==> src/rtl/crt_pkg.sv <==
// Shared types, codes and constants for the context region energy texture block.
package crt_pkg;

	localparam int ROW_W          = 6;
	localparam int FRAME_W        = 10;
	localparam int SAMPLE_W       = 16;
	localparam int OFS_W          = 8;
	localparam int AREA_W         = 15;
	localparam int NORM_W         = 32;
	localparam int TEX_W          = 40;
	localparam int CFG_W          = 10;
	localparam int CFG_IDX_W      = 3;

	localparam int NUM_SCALES_DEF  = 64;
	localparam int NUM_FRAMES_DEF  = 1024;
	localparam int OFFSET_BITS_DEF = 8;

	localparam logic [TEX_W-1:0] TEX_MAX = {1'b0, {(TEX_W-1){1'b1}}};
	localparam logic [TEX_W-1:0] TEX_MIN = {1'b1, {(TEX_W-1){1'b0}}};

	typedef enum logic [1:0] {
		REQ_SAMPLE   = 2'd0,
		REQ_INTERVAL = 2'd1,
		REQ_NORM     = 2'd2,
		REQ_QUERY    = 2'd3
	} req_t;

	typedef enum logic [1:0] {
		ST_OK      = 2'd0,
		ST_RANGE   = 2'd1,
		ST_DIVZERO = 2'd2
	} status_t;

	typedef enum logic [CFG_IDX_W-1:0] {
		CFG_NORM_EN     = 3'd0,
		CFG_FIRST_FRAME = 3'd1,
		CFG_LAST_FRAME  = 3'd2,
		CFG_FIRST_SCALE = 3'd3,
		CFG_LAST_SCALE  = 3'd4
	} cfg_idx_t;

	typedef struct packed {
		logic [AREA_W-1:0]        area;
		logic signed [NORM_W-1:0] mean;
		logic [NORM_W-1:0]        sigma;
	} norm_t;

	localparam norm_t NORM_RST = '{area: 15'd1, mean: 32'sd0, sigma: 32'h4000_0000};

	function automatic int imax(input int a, input int b);
		return (a > b) ? a : b;
	endfunction

endpackage

==> src/rtl/crt_div.sv <==
// Restoring bit-serial unsigned divider, one quotient bit per cycle.
module crt_div #(
	parameter int N = 77
) (
	input  logic                        clk,
	input  logic                        arst_n,
	input  logic                        start,
	input  logic [N-1:0]                dividend,
	input  logic [crt_pkg::NORM_W-1:0]  divisor,
	output logic                        done,
	output logic [N-1:0]                quotient
);
	import crt_pkg::*;

	localparam int CNT_W = $clog2(N + 1);

	logic                run_q;
	logic                done_q;
	logic [CNT_W-1:0]    cnt_q;
	logic [NORM_W-1:0]   rem_q;
	logic [NORM_W-1:0]   dvs_q;
	logic [N-1:0]        quo_q;
	logic [NORM_W:0]     trial;
	logic                fits;

	assign trial = {rem_q, quo_q[N-1]};
	assign fits  = trial >= {1'b0, dvs_q};

	always_ff @(posedge clk or negedge arst_n) begin
		if (!arst_n) begin
			run_q  <= 1'b0;
			done_q <= 1'b0;
			cnt_q  <= '0;
		end else begin
			done_q <= 1'b0;
			if (start) begin
				run_q <= 1'b1;
				cnt_q <= '0;
			end else if (run_q) begin
				cnt_q <= cnt_q + 1'b1;
				if (cnt_q == CNT_W'(N - 1)) begin
					run_q  <= 1'b0;
					done_q <= 1'b1;
				end
			end
		end
	end

	always_ff @(posedge clk) begin
		if (start) begin
			rem_q <= '0;
			dvs_q <= divisor;
			quo_q <= dividend;
		end else if (run_q) begin
			rem_q <= fits ? NORM_W'(trial - {1'b0, dvs_q}) : trial[NORM_W-1:0];
			quo_q <= {quo_q[N-2:0], fits};
		end
	end

	assign done     = done_q;
	assign quotient = quo_q;

endmodule

==> config.mk <==
export PLATFORM = sky130hd
export DESIGN_NAME = crt_div
export DESIGN_NICKNAME = d
export VERILOG_FILES = /design/src/rtl/crt_pkg.sv /design/src/rtl/crt_div.sv
export SDC_FILE = /design/constraint.sdc
export NUM_CORES = 1
export LEC_CHECK = 0
export BUFFER_PORTS_ARGS = -buffer_cell sky130_fd_sc_hd__clkbuf_2
export CAP_MARGIN = 20
export CELL_PAD_IN_SITES_DETAIL_PLACEMENT = 0
export CELL_PAD_IN_SITES_GLOBAL_PLACEMENT = 1
export CORE_AREA = 2 2 126 189
export DETAILED_ROUTE_END_ITERATION = 8
export DIE_AREA = 0 0 128 191
export PLACE_DENSITY_LB_ADDON = 0.05
export SETUP_SLACK_MARGIN = 0.05
export SLEW_MARGIN = 20
export SYNTH_ARGS = -nofsm -noshare
export SYNTH_HDL_FRONTEND = slang
export SYNTH_SLANG_ARGS = --single-unit
==> constraint.sdc <==
create_clock -name clk -period 3.6 [get_ports clk]
set_input_delay 0.54 -clock clk [delete_from_list [all_inputs] [get_ports clk]]
set_output_delay 0.54 -clock clk [all_outputs]
set_load 0.03 [all_outputs]
==> flow_metrics.py <==
metrics = {
    "status": {
        "outcome": "complete, no violations",
    },
    "drt": {
        "top_layer_used": "met4",
        "wl_per_cell_um": 17.6,
        "route.met3.wl_um": 1670,
        "viasPerCell": 5.16,
        "firstDrtPassIters": 4,
        "met2WireLength_um": 10700,
        "first_iter_violations": 272,
        "wl_met1_um": 7920,
        "vias": 6075,
        "drt-total-wl_um": 20700,
        "drtAntennaViolNets": 0,
        "drc": 0,
    },
    "clocking": {
        "cts_num_sinks": 150,
        "clk_pin_slew_ps": 70,
        "clockRootBuffer": "clkbuf_16",
        "numCtsBuffers": 17,
        "clkLatencyLatePin_ps": 430,
        "clk_path_buf_depth": 2,
        "cts_tree": "done",
        "post-cts-setup-buffer-count": 0,
        "htree_levels": 4,
    },
    "setup_path": {
        "path_max_fanout": 14,
        "r2r_start": "dvs_q[28]",
        "cp.required_ps": 3890,
        "cp.arrival_ps": 3520,
        "critical_path.startpoint": "dvs_q[28]",
        "r2r_slack_ps": 370,
        "critPathLaunchType": "flop",
        "r2r-end": "rem_q[5]",
        "reg2reg_depth": 11,
        "path_class": "reg2reg",
        "cp-end-kind": "flop",
    },
    "die": {
        "start_util_pct": 34.4,
        "die_area_um2": 24400,
        "die_height_um": 191,
        "fp.dieW_um": 128,
        "pin_count": 190,
        "rows": 68,
        "core-area_um2": 22800,
    },
    "yosys": {
        "synth.area.mux_share_pct": 12.1,
        "synthAdderAreaFrac_pct": 5.68,
        "ys_seq_area_share_pct": 52.8,
        "synth_area_per_cell_um2": 11.3,
        "syn_area_um2": 7840,
        "yosys_warnings": 0,
        "syn_nets": 840,
        "syn_inst": 693,
        "synth_cell_type_count": 60,
        "synth_top_family_by_area": "compound AO/OA/AOI/OAI gates",
        "synth-xor-area-share_pct": 2.57,
        "synth-compound-area-share_pct": 12.6,
        "ys_seq_elements": 150,
        "ys.flop_type": "edfxtp_1",
        "synth_edf_count": 109,
        "synth.area.top_cells": "edfxtp_1, mux2_2, dfxtp_1, ha_1, nand2_1",
        "ys_async_sr_fraction_pct": 6.00,
        "synth-simple-area-share_pct": 10.4,
        "yosysTopAreaCellShare_pct": 41.8,
        "synth_top_area_cell": "edfxtp_1",
    },
    "pwr": {
        "p_sw_mw": 1.32,
        "pwr-share-clk_pct": 35.6,
        "swShare_pct": 28.8,
        "p_int_mw": 3.25,
        "pwr-share-seq_pct": 45.8,
        "powerDensity_nw_per_um2": 475,
        "p_leak_nw": 4.17,
        "ir_drop_uv": 328,
        "combPwrFrac_pct": 18.6,
    },
    "timing": {
        "worst_hold_slack_ps": 278,
        "fmax_ghz": 0.310,
        "rsz0062_at_grt": "no",
        "period_minus_slack_ps": 3230,
        "setup_tns_ps": 0,
        "fin_skew_ps": 10.2,
        "setup_slack_ps": 371,
        "timing.final.crit_share_pct": 89.7,
        "worst_pin_slew_ps": 1030,
        "maxSlewHeadroom_pct": 31.5,
        "drv_slew": 0,
        "hold_viol_final": 0,
        "setup_viol_count_final": 0,
    },
    "worst_hold_path": {
        "worstHoldStart": "divisor[5]",
        "min_path_cells": 1,
        "hold_end": "dvs_q[5]",
        "hp-class": "in2reg",
    },
    "placed_design": {
        "gp_congestion": 0.893,
        "preCtsSetupSlack_ps": 369,
        "portBuffers": 189,
        "dp.cells": 1144,
        "hpwl_um": 15200,
        "dpl-instance-area_um2": 9090,
    },
    "layout": {
        "stdcell_count": 1177,
        "final_nets": 1031,
        "syn2layout_area_growth_pct": 22.8,
        "num-fill-cells": 2243,
        "drive_above_1_share_pct": 35.1,
        "diodes": 0,
        "fin_area_um2": 9620,
    },
    "global_routing": {
        "grt_max_degree": 78,
        "grt.total_usage_pct": 17.5,
        "grt_first_pass_wirelength_um": 33200,
        "grt_pass1_vias": 6475,
        "antenna_found_initial": 0,
        "gr-total-overflow": 0,
    },
    "flow_run": {
        "cap_violations": 0,
    },
}
[per-layer routing]
metal | GRT usage [%] | vias up
li1 | - | 2943
met1 | 19.1 | 2902
met2 | 31.1 | 200
met3 | 6.16 | 30
met4 | 6.59 | 0
met5 | 0 | -
[final cells by class]
class                           instances  area (um2)  share of cell area [%]
Timing Repair Buffer                  203        1060                    11.0
Multi-Input combinational cell        470        3390                    35.3
Clock inverter                          8        53.8                   0.559
Clock buffer                           24         472                    4.90
Tap cell                              280         350                    3.64
Inverter                               42         158                    1.64
Sequential cell                       150        4140                    43.0
[per-stage QoR]
step | util, % | power [mW]
4_1_cts | 42.2 | 4.65
6_report | 42.2 | 4.57
5_1_grt | 42.2 | 4.80
3_3_place_gp | 39.9 | 2.98
2_1_floorplan | - | 2.70
3_5_place_dp | 39.9 | 2.98
[cell usage after synthesis, types with 10 or more instances]
cell type	n
ha_1	34
a21oi_1	45
inv_1	42
nor2_1	45
a311oi_1	14
dfxtp_1	32
xnor2_1	13
o21ai_0	29
nor3_1	10
mux2_2	76
nand2_1	68
edfxtp_1	109
clkbuf_1	22
xor2_1	10
[cells by family (layout without fill, tap and decap cells)]
family,count (synthesis),after routing
AO/OA/AOI/OAI,150,150
XOR/XNOR,23,23
adder cells (fa/ha/maj),35,35
buffers and inverters,73,277
flip-flops,150,150
multiplexers,85,85
AND/OR/NAND/NOR,177,177
[how the worst max path moves through the flow]
| stage | endpoint | cells past startpoint |
|---|---|---|
| global placement | rem_q[18] | 11 |
| detailed placement | rem_q[18] | 11 |
| global route | rem_q[0] | 10 |
| floorplan | quotient[0] | 4 |
| CTS | rem_q[18] | 11 |
| finish | rem_q[5] | 11 |
[repair_timing]
item                                   in CTS  in global routing
gates resized for setup                     0                  0
endpoints found under the hold margin       9                  0
hold buffers                                1                  0
[critical path: stages (launching register included)]
cell and delay [ps]:
edfxtp_1 340, inv_1 40, ha_1 360, a21oi_1 210, o21ai_1 100, a21o_1 180
a211o_2 350, a211oi_4 640, nand2_2 330, buf_4 280, mux2i_1 160, o21ai_0 80
[power groups by stage]
| stage | Combinational, mW | Clock (mW) | Sequential, mW |
|---|---|---|---|
| 2_1_floorplan | 0.396 | 0 | 2.30 |
| 3_3_place_gp | 0.852 | 0 | 2.13 |
| 3_5_place_dp | 0.854 | 0 | 2.13 |
| 4_1_cts | 0.858 | 1.69 | 2.10 |
| 5_1_grt | 0.924 | 1.76 | 2.11 |
| 6_report | 0.848 | 1.63 | 2.09 |
[cell usage in the layout, fill, tap and decap left out, types with 4 or more instances in the layout]
cell	count
nor2_1	45
nand2_1	68
clkbuf_2	188
nor3_1	10
dfxtp_1	32
o21ai_0	29
a21oi_1	45
dfrtp_1	9
a211oi_1	8
and2_1	4
xor2_1	10
a311oi_1	14
o21ai_1	5
o21a_1	5
nand4_1	9
inv_1	41
mux2i_1	9
clkbuf_1	5
nor4_1	5
xnor2_1	13
nand2b_1	9
buf_4	14
o211ai_1	5
a32oi_1	8
clkinvlp_4	4
mux2_2	76
clkbuf_16	17
a21o_1	6
ha_1	34
edfxtp_1	109
nand3_1	9
[sequential cells by signal (all words and copies together) (netlist names)]
register and count:
quotient 77, run_q 1, cnt_q 7, rem_q 32, done 1, dvs_q 32
Note: power is estimated with default switching activity, not from simulation.
